`config.mk`:
```
export PLATFORM = sky130hd
export DESIGN_NAME = isaac_ctrl
export DESIGN_NICKNAME = d
export VERILOG_FILES = /design/src/sv/isaac_pkg.sv /design/src/sv/isaac_ctrl.sv
export VERILOG_INCLUDE_DIRS = /design/src /design/src/sv
export SDC_FILE = /design/constraint.sdc
export NUM_CORES = 1
export LEC_CHECK = 0
export ABC_CLOCK_PERIOD_IN_PS = 4400
export BUFFER_PORTS_ARGS = -buffer_cell sky130_fd_sc_hd__buf_2
export CAP_MARGIN = 15
export CORE_MARGIN = 3
export CORE_UTILIZATION = 35
export DETAILED_ROUTE_END_ITERATION = 16
export PLACE_DENSITY = 0.63
export SLEW_MARGIN = 10
export SYNTH_ARGS = -nofsm -noshare
export SYNTH_HDL_FRONTEND = slang
export SYNTH_SLANG_ARGS = --single-unit
```
`constraint.sdc`:
```
create_clock -name clk -period 4.4 [get_ports clk]
set_clock_uncertainty 0.15 [all_clocks]
set_input_delay 0 -clock clk [delete_from_list [all_inputs] [get_ports clk]]
set_output_delay 0 -clock clk [all_outputs]
set_load 0.1 [all_outputs]
```
`src/sv/isaac_random_generator_core_defines.svh`:
```
// Assertion macros shared by the generator's RTL files.
`ifndef ISAAC_RANDOM_GENERATOR_CORE_DEFINES_SVH
`define ISAAC_RANDOM_GENERATOR_CORE_DEFINES_SVH
`ifndef SYNTHESIS
`define ISAAC_ASSERT(lbl, prop, msg) \
  lbl: assert property (@(posedge clk) disable iff (!rst_n) prop) else $error(msg);
`define ISAAC_ASSERT_NEXT(lbl, pre, post, msg) \
  lbl: assert property (@(posedge clk) disable iff (!rst_n) (pre) |=> (post)) else $error(msg);
`else
`define ISAAC_ASSERT(lbl, prop, msg)
`define ISAAC_ASSERT_NEXT(lbl, pre, post, msg)
`endif
`endif

```
`src/sv/isaac_pkg.sv`:
```
// Types, constants and the mixing function of the ISAAC generator.
`default_nettype none
package isaac_pkg;

  localparam int unsigned MEM_WORDS_DEF = 256;
  localparam logic [31:0] GOLDEN_RATIO  = 32'h9e37_79b9;

  typedef enum logic [1:0] {
    OP_SEED  = 2'd0,
    OP_INIT  = 2'd1,
    OP_NEXT  = 2'd2,
    OP_REGEN = 2'd3
  } op_t;

  typedef enum logic [1:0] {
    MRD_IDX,
    MRD_PART,
    MRD_X,
    MRD_Y
  } mem_rsel_t;

  typedef struct packed {
    logic      latch_in;
    logic      clear;
    logic      seed_wr;
    logic      v_init;
    logic      v_mix;
    logic [2:0] mix_step;
    logic      v_add;
    logic      v_add_res;
    logic      v_write;
    logic      gen_start;
    logic      acc_shift;
    logic      x_load;
    logic      acc_add;
    logic      y_write;
    logic      res_gen;
    mem_rsel_t mem_rsel;
    logic      res_rd_wl;
    logic      wl_full;
    logic      wl_dec;
    logic      out_load;
  } ctl_cmd_t;

  typedef struct packed {
    op_t  op;
    logic mix_seed;
    logic wl_zero;
    logic out_free;
  } dp_stat_t;

  // One line of the eight-word golden-ratio mix.
  function automatic logic [7:0][31:0] mix_line(input logic [7:0][31:0] v,
                                                input logic [2:0] m);
    logic [2:0]        a;
    logic [2:0]        b;
    logic [2:0]        c;
    logic [2:0]        d;
    logic [31:0]       sh;
    logic [7:0][31:0]  r;
    a = m;
    b = m + 3'd1;
    c = m + 3'd2;
    d = m + 3'd3;
    r = v;
    case (m)
      3'd0: sh = r[b] << 11;
      3'd1: sh = r[b] >> 2;
      3'd2: sh = r[b] << 8;
      3'd3: sh = r[b] >> 16;
      3'd4: sh = r[b] << 10;
      3'd5: sh = r[b] >> 4;
      3'd6: sh = r[b] << 8;
      default: sh = r[b] >> 9;
    endcase
    r[a] = r[a] ^ sh;
    r[d] = r[d] + r[a];
    r[b] = r[b] + r[c];
    return r;
  endfunction

endpackage
`default_nettype wire

```
`src/sv/isaac_ctrl.sv`:
```
// Sequencer for seed writes, initialization, block generation and word reads.
`default_nettype none
`include "isaac_random_generator_core_defines.svh"
module isaac_ctrl #(
  parameter int unsigned MEM_WORDS = 256
) (
  input  wire logic                         clk,
  input  wire logic                         rst_n,
  input  wire logic                         in_valid,
  output      logic                         in_ready,
  input  wire isaac_pkg::dp_stat_t          stat,
  output      isaac_pkg::ctl_cmd_t          cmd,
  output      logic [$clog2(MEM_WORDS)-1:0] idx
);
  import isaac_pkg::*;

  localparam int unsigned AW = $clog2(MEM_WORDS);

  typedef enum logic [4:0] {
    CLR, IDLE, DISPATCH, INIT_MIX0, INIT_RD, INIT_ADD, INIT_MIX, INIT_WR,
    G_START, G_RDX, G_PART, G_ADDX, G_Y, G_RDY, G_RES, N_RD, N_OUT
  } state_t;

  state_t        state_r, state_nxt;
  logic [AW-1:0] cnt_r, cnt_nxt;
  logic [2:0]    step_r, step_nxt;
  logic [1:0]    rnd_r, rnd_nxt;
  logic          pass_r, pass_nxt;
  logic          gen_next_r, gen_next_nxt;
  logic          grp_end;
  logic          all_end;

  assign grp_end  = &cnt_r[2:0];
  assign all_end  = &cnt_r;
  assign in_ready = (state_r == IDLE);
  assign idx      = cnt_r;

  always_comb begin
    state_nxt    = state_r;
    cnt_nxt      = cnt_r;
    step_nxt     = step_r;
    rnd_nxt      = rnd_r;
    pass_nxt     = pass_r;
    gen_next_nxt = gen_next_r;
    cmd          = '0;
    cmd.mem_rsel = MRD_IDX;
    cmd.mix_step = step_r;
    case (state_r)
      CLR: begin
        cmd.clear = 1'b1;
        cnt_nxt   = cnt_r + 1'b1;
        if (all_end) begin
          state_nxt = IDLE;
        end
      end
      IDLE: begin
        if (in_valid) begin
          cmd.latch_in = 1'b1;
          state_nxt    = DISPATCH;
        end
      end
      DISPATCH: begin
        case (stat.op)
          OP_SEED: begin
            cmd.seed_wr = 1'b1;
            state_nxt   = IDLE;
          end
          OP_INIT: begin
            cmd.v_init = 1'b1;
            step_nxt   = '0;
            rnd_nxt    = '0;
            state_nxt  = INIT_MIX0;
          end
          OP_NEXT: begin
            if (stat.wl_zero) begin
              gen_next_nxt = 1'b1;
              state_nxt    = G_START;
            end else begin
              cmd.wl_dec = 1'b1;
              state_nxt  = N_RD;
            end
          end
          default: begin
            gen_next_nxt = 1'b0;
            state_nxt    = G_START;
          end
        endcase
      end
      INIT_MIX0: begin
        cmd.v_mix = 1'b1;
        step_nxt  = step_r + 3'd1;
        if (&step_r) begin
          rnd_nxt = rnd_r + 2'd1;
          if (&rnd_r) begin
            cnt_nxt   = '0;
            pass_nxt  = 1'b0;
            state_nxt = stat.mix_seed ? INIT_RD : INIT_MIX;
          end
        end
      end
      INIT_RD: begin
        state_nxt = INIT_ADD;
      end
      INIT_ADD: begin
        cmd.v_add     = 1'b1;
        cmd.v_add_res = !pass_r;
        cnt_nxt       = {cnt_r[AW-1:3], cnt_r[2:0] + 3'd1};
        state_nxt     = grp_end ? INIT_MIX : INIT_RD;
      end
      INIT_MIX: begin
        cmd.v_mix = 1'b1;
        step_nxt  = step_r + 3'd1;
        if (&step_r) begin
          state_nxt = INIT_WR;
        end
      end
      INIT_WR: begin
        cmd.v_write = 1'b1;
        cnt_nxt     = cnt_r + 1'b1;
        if (grp_end) begin
          if (all_end) begin
            if (stat.mix_seed && !pass_r) begin
              pass_nxt  = 1'b1;
              state_nxt = INIT_RD;
            end else begin
              gen_next_nxt = 1'b0;
              state_nxt    = G_START;
            end
          end else begin
            state_nxt = stat.mix_seed ? INIT_RD : INIT_MIX;
          end
        end
      end
      G_START: begin
        cmd.gen_start = 1'b1;
        cnt_nxt       = '0;
        state_nxt     = G_RDX;
      end
      G_RDX: begin
        cmd.acc_shift = 1'b1;
        state_nxt     = G_PART;
      end
      G_PART: begin
        cmd.x_load   = 1'b1;
        cmd.mem_rsel = MRD_PART;
        state_nxt    = G_ADDX;
      end
      G_ADDX: begin
        cmd.acc_add  = 1'b1;
        cmd.mem_rsel = MRD_X;
        state_nxt    = G_Y;
      end
      G_Y: begin
        cmd.y_write = 1'b1;
        state_nxt   = G_RDY;
      end
      G_RDY: begin
        cmd.mem_rsel = MRD_Y;
        state_nxt    = G_RES;
      end
      G_RES: begin
        cmd.res_gen = 1'b1;
        cnt_nxt     = cnt_r + 1'b1;
        if (all_end) begin
          cmd.wl_full = 1'b1;
          cmd.wl_dec  = gen_next_r;
          state_nxt   = gen_next_r ? N_RD : IDLE;
        end else begin
          state_nxt = G_RDX;
        end
      end
      N_RD: begin
        cmd.res_rd_wl = 1'b1;
        state_nxt     = N_OUT;
      end
      N_OUT: begin
        cmd.res_rd_wl = 1'b1;
        if (stat.out_free) begin
          cmd.out_load = 1'b1;
          state_nxt    = IDLE;
        end
      end
      default: begin
        state_nxt = IDLE;
      end
    endcase
  end

  always_ff @(posedge clk) begin
    if (!rst_n) begin
      state_r    <= CLR;
      cnt_r      <= '0;
      step_r     <= '0;
      rnd_r      <= '0;
      pass_r     <= 1'b0;
      gen_next_r <= 1'b0;
    end else begin
      state_r    <= state_nxt;
      cnt_r      <= cnt_nxt;
      step_r     <= step_nxt;
      rnd_r      <= rnd_nxt;
      pass_r     <= pass_nxt;
      gen_next_r <= gen_next_nxt;
    end
  end

  `ISAAC_ASSERT_NEXT(a_gen_end, (state_r == G_RES) && all_end, (state_r == N_RD) || (state_r == IDLE), "block end did not leave generation")
  `ISAAC_ASSERT_NEXT(a_seed_done, (state_r == DISPATCH) && (stat.op == OP_SEED), state_r == IDLE, "seed write did not finish in one cycle")
  `ISAAC_ASSERT_NEXT(a_grp_mix, (state_r == INIT_ADD) && grp_end, (state_r == INIT_MIX) && (step_r == 3'd0), "group add did not lead to a fresh mix")

endmodule
`default_nettype wire

```
==> flow_metrics.env, run 1 <==
export IMPL_cts_sinks=20
export IMPL_ys_seq_elements=20
export IMPL_coreArea_um2=4115
export IMPL_n_fill_cell=435
export IMPL_netlist_area_um2=1535
export IMPL_grt_max_degree=25
export IMPL_dieArea_um2=5217
export IMPL_leakage_uw=0.0008182
export IMPL_timing_rr_end="gen_next_r$_SDFFE_PN0P_"
export IMPL_cts_hold_buffers=5
export IMPL_clk_latency_ns=0.26
export IMPL_clk_path_buf_depth=2
export IMPL_slew_violations=0
export IMPL_switching_share_pct=48.86
export IMPL_worstHoldStart="stat[4]"
export IMPL_yosysTopAreaCellShare_pct=26.08
export IMPL_tightest_slew_ns=0.8633
export IMPL_slew_headroom_pct=42.37
export IMPL_grt_remaining_overflow=0
export IMPL_crit_path_end_kind="output pin"
export IMPL_grtUsageTotal_pct=16.08
export IMPL_antenna_found_initial=0
export IMPL_dr_pass1_iters=4
export IMPL_p_comb_share_pct=47.2
export IMPL_ys_types=59
export IMPL_clockRootBuffer="clkbuf_8"
export IMPL_gp_congestion=0.8771
export IMPL_grt_first_pass_wirelength_mm=6.824
export IMPL_num_antenna_cells=0
export IMPL_hold_end="state_r[3]$_SDFFE_PN0P_"
export IMPL_r2r_slack_ns=1.97
export IMPL_ir_drop_mv=0.1648
export IMPL_critPathArrivalTime_ns=2.45
export IMPL_cp_max_fo=24
export IMPL_drive_above_1_share_pct=22.51
export IMPL_rows=23
export IMPL_status="finished, final reports clean"
export IMPL_max_freq_mhz=384.4
export IMPL_power_switching_uw=329.7
export IMPL_setup_worst_path_class="register to output pin"
export IMPL_cts_setup_buffers=0
export IMPL_startpoint_type="register"
export IMPL_yosysWarnings=0
export IMPL_syn_num_nets=210
export IMPL_dieHeight_um=72.23
export IMPL_setup_tns_ns=0
export IMPL_vias=1577
export IMPL_dieWidth_um=72.23
export IMPL_max_cap_violations=0
export IMPL_via_per_inst=5.612
export IMPL_drc_errors=0
export IMPL_power_density_nw_per_um2=375.3
export IMPL_rsz0062_at_grt="false"
export IMPL_synthFlopType="dfxtp_1"
export IMPL_p_total_uw=674.8
export IMPL_hold_class="input port to register"
export IMPL_holdPathStages=4
export IMPL_setup_violations=0
export IMPL_syn2layout_area_growth_pct=17.11
export IMPL_async_flop_share_pct=0
export IMPL_cts_buffers=3
export IMPL_syn_instance_count=197
export IMPL_clkTransAtPathRegs_ns=0.07
export IMPL_hold_viol_final=0
export IMPL_initialDrtViolationCount=103
export IMPL_fin_crit_ns=2.602
export IMPL_cts_htree_levels=1
export IMPL_rr_worst_depth=6
export IMPL_wl_per_cell_um=14.63
export IMPL_crit_required_ns=4.25
export IMPL_start_util_pct=37.31
export IMPL_grt_pass1_vias=1443
export IMPL_intPower_uw=345.1
export IMPL_cts_resized=0
export IMPL_ant_nets=0
export IMPL_synth_edf_count=0
export IMPL_seqPwrFrac_pct=35.0
export IMPL_totalWireLength_mm=4.110
export IMPL_cts_tree="yes"
export IMPL_timing_final_crit_share_pct=59.13
export IMPL_dp_hpwl_mm=2.931
export IMPL_synth_area_leaders="dfxtp_1 (26%), nor2_1 (6.6%), nand3_1 (5.5%), ha_1 (4.1%), nand2_1 (3.2%)"
export IMPL_netlist_top_cell_by_area="dfxtp_1"
export IMPL_p_clk_share_pct=17.7
export IMPL_ios=40
export IMPL_port_buffers=39
export IMPL_postSynthAreaPerCell_um2=7.793
export IMPL_ys_seq_area_share_pct=26.08
export IMPL_r2r_start="state_r[1]$_SDFFE_PN0P_"
export IMPL_fin_nets=246
## critical path: stages (launching register included)
cell and delay (ns):
dfxtp_1 0.87, nand2b_1 0.33, nor2_1 0.31, a32o_1 0.25, buf_2 0.44
## worst max path at each step
| stage | from | endpoint | slack [ns] |
|---|---|---|---|
| after floorplan | state_r[4]$_SDFFE_PN0P_ | state_r[2]$_SDFFE_PN0P_ | 0.83 |
| after global placement | state_r[2]$_SDFFE_PN0P_ | cmd[1] | 2.19 |
| after detailed placement | state_r[1]$_SDFFE_PN0P_ | cmd[1] | 2.13 |
| after CTS | state_r[1]$_SDFFE_PN0P_ | cmd[1] | 1.83 |
| after global routing | state_r[1]$_SDFFE_PN0P_ | cmd[1] | 1.62 |
| final | state_r[1]$_SDFFE_PN0P_ | cmd[1] | 1.80 |
## stage by stage
| step | setup WS (ns) | hold slack (ns) | std cells | utilization [%] | instance area (um2) |
|---|---|---|---|---|---|
| 2_1_floorplan | 0.8317 | -0.02829 | 197 | - | 1541 |
| 6_report | 1.798 | 0.07148 | 281 | 43.69 | 1798 |
| 5_1_grt | 1.622 | 0.1030 | 281 | 43.69 | 1798 |
| 3_5_place_dp | 2.126 | 0.1665 | 273 | 41.47 | 1707 |
| 4_1_cts | 1.828 | 0.06333 | 281 | 43.69 | 1798 |
| 3_3_place_gp | 2.188 | 0.1749 | 273 | 41.47 | 1707 |
## power groups by stage
stage	sequential [uW]	clock, uW	combinational, uW
after floorplan	282	0	224
after global placement	239	0	314
after detailed placement	239	0	316
after CTS	234	125	320
after global routing	239	132	340
final	237	120	319
## placed cells by master, fill, tap and decap left out, types with 3 or more instances in the layout
cell type	count
mux2i_1	3
clkbuf_8	3
buf_2	39
a21oi_1	8
dlygate4sd3_1	5
nand2_1	13
nor3b_1	3
inv_1	6
dfxtp_1	20
a221o_1	3
nor3_1	8
nor2_1	27
a31oi_1	4
ha_1	5
nand3_1	17
and3_1	7
nand2b_1	5
or3b_1	3
## flip-flops by register name (all words and copies together) (netlist names)
name        cells
gen_next_r      1
state_r         5
rnd_r           2
pass_r          1
idx             8
step_r          3
## per-layer routing
| metal | part of all wire, % | up-vias | routed length [um] | GRT usage [%] |
|---|---|---|---|---|
| li1 | - | 796 | - | - |
| met1 | 44 | 734 | 1812 | 21.11 |
| met2 | 49 | 41 | 2033 | 26.69 |
| met3 | 5.1 | 6 | 209 | 3.047 |
| met4 | 1.3 | 0 | 55 | 4.802 |
| met5 | 0 | - | 0 | 0 |
## cell families (layout without fill, tap and decap cells)
kind of cell / count (synthesis) / in the layout / share of synthesized area (%)
and+or+nand+nor: 101 / 101 / 36.11
adders and majority gates: 5 / 5 / 4.075
AOI/OAI and AO/OA: 45 / 45 / 22.00
buffers and inverters: 19 / 53 / 7.497
DFF: 20 / 20 / 26.08
muxes: 3 / 3 / 1.956
xor gates and xnor gates: 4 / 4 / 2.282
## Yosys cell counts (3+ instances only)
cell type	count
nand3_1	17
nand2_1	13
buf_2	5
mux2i_1	3
nand2b_1	5
a221o_1	3
nor3_1	8
nor3b_1	3
or3b_1	3
a21oi_1	8
nor2_1	27
inv_1	6
and3_1	7
buf_6	4
a31oi_1	4
dfxtp_1	20
ha_1	5
## layout make-up
| type | count | area, um2 | share of cell area (%) |
|---|---|---|---|
| flip-flops and latches | 20 | 400.4 | 22.27 |
| clock buffers | 3 | 41.29 | 2.296 |
| repair buffers | 44 | 245.2 | 13.64 |
| multi-input cells | 158 | 1026 | 57.06 |
| well taps | 50 | 62.56 | 3.479 |
| inverters | 6 | 22.52 | 1.253 |
No activity file was read; power rests on OpenSTA's default activity.
==> run 2, diff against run 1 <==
--- a/config.mk
+++ b/config.mk
@@ -6,7 +6,7 @@
 export SDC_FILE = /design/constraint.sdc
 export NUM_CORES = 1
 export LEC_CHECK = 0
-export ABC_CLOCK_PERIOD_IN_PS = 4400
+export ABC_CLOCK_PERIOD_IN_PS = 2600
 export BUFFER_PORTS_ARGS = -buffer_cell sky130_fd_sc_hd__buf_2
 export CAP_MARGIN = 15
 export CORE_MARGIN = 3
==> constraint.sdc (replaced) <==
create_clock -name clk -period 2.6 [get_ports clk]
set_clock_uncertainty 0.15 [all_clocks]
set_input_delay 0 -clock clk [delete_from_list [all_inputs] [get_ports clk]]
set_output_delay 0 -clock clk [all_outputs]
set_load 0.1 [all_outputs]
==> run 2 against run 1 <==
Against the previous run:
- worst hold slack better by 0.020 ns
- first-iteration DRC count down 25%
- sequential share of layout area down 0.54 points
- sequential power up 62%
- final area up 5.4%
- largest cell class unchanged
- largest power group unchanged
- highest routed layer unchanged
==> flow_metrics.env, run 2 (synthesis results as in run 1) <==
export IMPL_hold_viol_final=0
export IMPL_cp_max_fo=14
export IMPL_r2r_slack_ns=0.22
export IMPL_rsz0062_at_grt="false"
export IMPL_final_common_cell="buf_2"
export IMPL_critPathArrivalTime_ns=2.42
export IMPL_clkTransAtPathRegs_ns=0.08
export IMPL_wl_per_cell_um=14.49
export IMPL_rows=23
export IMPL_coreArea_um2=4115
export IMPL_fin_nets=251
export IMPL_syn2layout_area_growth_pct=23.39
export IMPL_crit_required_ns=2.64
export IMPL_antenna_found_initial=0
export IMPL_port_buffers=39
export IMPL_crit_chain="buf_4, nor3_4, nand2_1, nor2_1, nand4b_1, dlygate4sd3_1, a21oi_1"
export IMPL_cts_buffers=3
export IMPL_cp_num_buf_inv=2
export IMPL_leakage_uw=0.0008866
export IMPL_setup_worst_path_class="register to register"
export IMPL_num_antenna_cells=0
export IMPL_rr_worst_depth=7
export IMPL_final_util_pct=46.03
export IMPL_dp_hpwl_mm=3.157
export IMPL_ios=40
export IMPL_dieWidth_um=72.23
export IMPL_hold_class="input port to register"
export IMPL_grtUsageMet2_pct=27.40
export IMPL_totalWireLength_mm=4.143
export IMPL_cts_setup_buffers=0
export IMPL_largest_reg_flops=8
export IMPL_r2r_start="state_r[2]$_SDFFE_PN0P_"
export IMPL_path_depth=7
export IMPL_cp_startpoint="state_r[2]$_SDFFE_PN0P_"
export IMPL_grt_max_degree=17
export IMPL_drc_errors=0
export IMPL_cts_sinks=20
export IMPL_clk_latency_ns=0.26
export IMPL_tightest_slew_ns=0.5870
export IMPL_worstSetupEndpoint="gen_next_r$_SDFFE_PN0P_"
export IMPL_initialDrtViolationCount=77
export IMPL_crit_family="buffers and inverters"
export IMPL_grtUsageMet3_pct=2.909
export IMPL_crit_path_top_delay_cell="dlygate4sd3_1"
export IMPL_ant_nets=0
export IMPL_vias=1582
export IMPL_start_util_pct=37.31
export IMPL_dr_pass1_iters=4
export IMPL_gp_congestion=0.8570
export IMPL_slew_headroom_pct=60.81
export IMPL_slew_violations=0
export IMPL_cts_tree="yes"
export IMPL_grt_remaining_overflow=0
export IMPL_cpPeakStageDelay_ns=0.58
export IMPL_grt_pass1_vias=1517
export IMPL_fin_crit_ns=2.376
export IMPL_status="finished, final reports clean"
export IMPL_mostFrequentLayoutCells="buf_2 (39), nor2_1 (26), nand3_1 (17)"
export IMPL_crit_path_end_kind="register"
export IMPL_drive_above_1_share_pct=31.36
export IMPL_setup_violations=0
export IMPL_grt_first_pass_wirelength_mm=7.189
export IMPL_gr_usage_met1_pct=23.01
export IMPL_cts_htree_levels=1
export IMPL_max_cap_violations=0
export IMPL_power_density_nw_per_um2=620.0
export IMPL_timing_final_crit_share_pct=91.38
export IMPL_ir_drop_mv=0.2904
export IMPL_dieHeight_um=72.23
export IMPL_clockRootBuffer="clkbuf_8"
export IMPL_grtUsageTotal_pct=16.90
export IMPL_busiest_layer="met2"
export IMPL_max_freq_mhz=420.9
export IMPL_clk_path_buf_depth=2
export IMPL_setup_tns_ns=0
export IMPL_startpoint_type="register"
export IMPL_via_per_inst=5.531
export IMPL_dieArea_um2=5217
export IMPL_timing_rr_end="gen_next_r$_SDFFE_PN0P_"
## run 2: layout make-up
| cell class | instances | area, um2 |
|---|---|---|
| Fill cell | 415 | 2221 |
| Multi-Input combinational cell | 158 | 1074 |
| Sequential cell | 20 | 411.6 |
| Timing Repair Buffer | 49 | 282.8 |
| Tap cell | 50 | 62.56 |
| Clock buffer | 3 | 41.29 |
| Inverter | 6 | 22.52 |
## run 2: repair_timing
action	CTS	global route
resized for setup	0	1
setup endpoints to repair	0	1
hold buffers	5	0
hold endpoints to repair	5	0
## run 2: report_power, final
group	internal [uW]	total, uW	switching (uW)	leakage, uW
clock network	103	210	106	0.0000216
registers	334	384	49.6	0.000166
logic	162	581	419	0.000699
total	599	1170	575	0.000887
## run 2: worst min-delay path: cells and delay by family
| kind | cells | cell delay (ns) |
|---|---|---|
| AO/OA/AOI/OAI | 3 | 0.37 |
| buffers and inverters | 1 | 0.09 |
## run 2: worst min-delay path by stage
stage | to | cells past startpoint | start
final | gen_next_r$_SDFFE_PN0P_ | 4 | stat[1]
after global routing | gen_next_r$_SDFFE_PN0P_ | 4 | stat[1]
after CTS | gen_next_r$_SDFFE_PN0P_ | 4 | stat[1]
after detailed placement | rnd_r[0]$_SDFFE_PN0P_ | 2 | rst_n
after global placement | rnd_r[0]$_SDFFE_PN0P_ | 2 | rst_n
after floorplan | rnd_r[0]$_SDFFE_PN0P_ | 1 | rst_n
## run 2: per-layer routing
| metal | vias to the layer above | routed length (um) | share of wire [%] |
|---|---|---|---|
| met5 | - | 0 | 0 |
| met4 | 0 | 48 | 1.2 |
| met3 | 5 | 189 | 4.6 |
| met2 | 45 | 1953 | 47 |
| met1 | 733 | 1950 | 47 |
| li1 | 799 | - | - |
## run 2: per-stage QoR
| stage | worst slack (ns) | hold slack [ns] | total power, uW | instance area (um2) | std cells |
|---|---|---|---|---|---|
| after global routing | 0.05372 | 0.1487 | 1243 | 1894 | 286 |
| after global placement | 0.4361 | 0.1763 | 965.3 | 1802 | 278 |
| final | 0.2240 | 0.09170 | 1175 | 1894 | 286 |
| after CTS | 0.1861 | 0.09076 | 1185 | 1893 | 286 |
| after floorplan | 0.01856 | -0.02829 | 870.3 | 1599 | 197 |
| after detailed placement | 0.4487 | 0.1714 | 967.0 | 1802 | 278 |
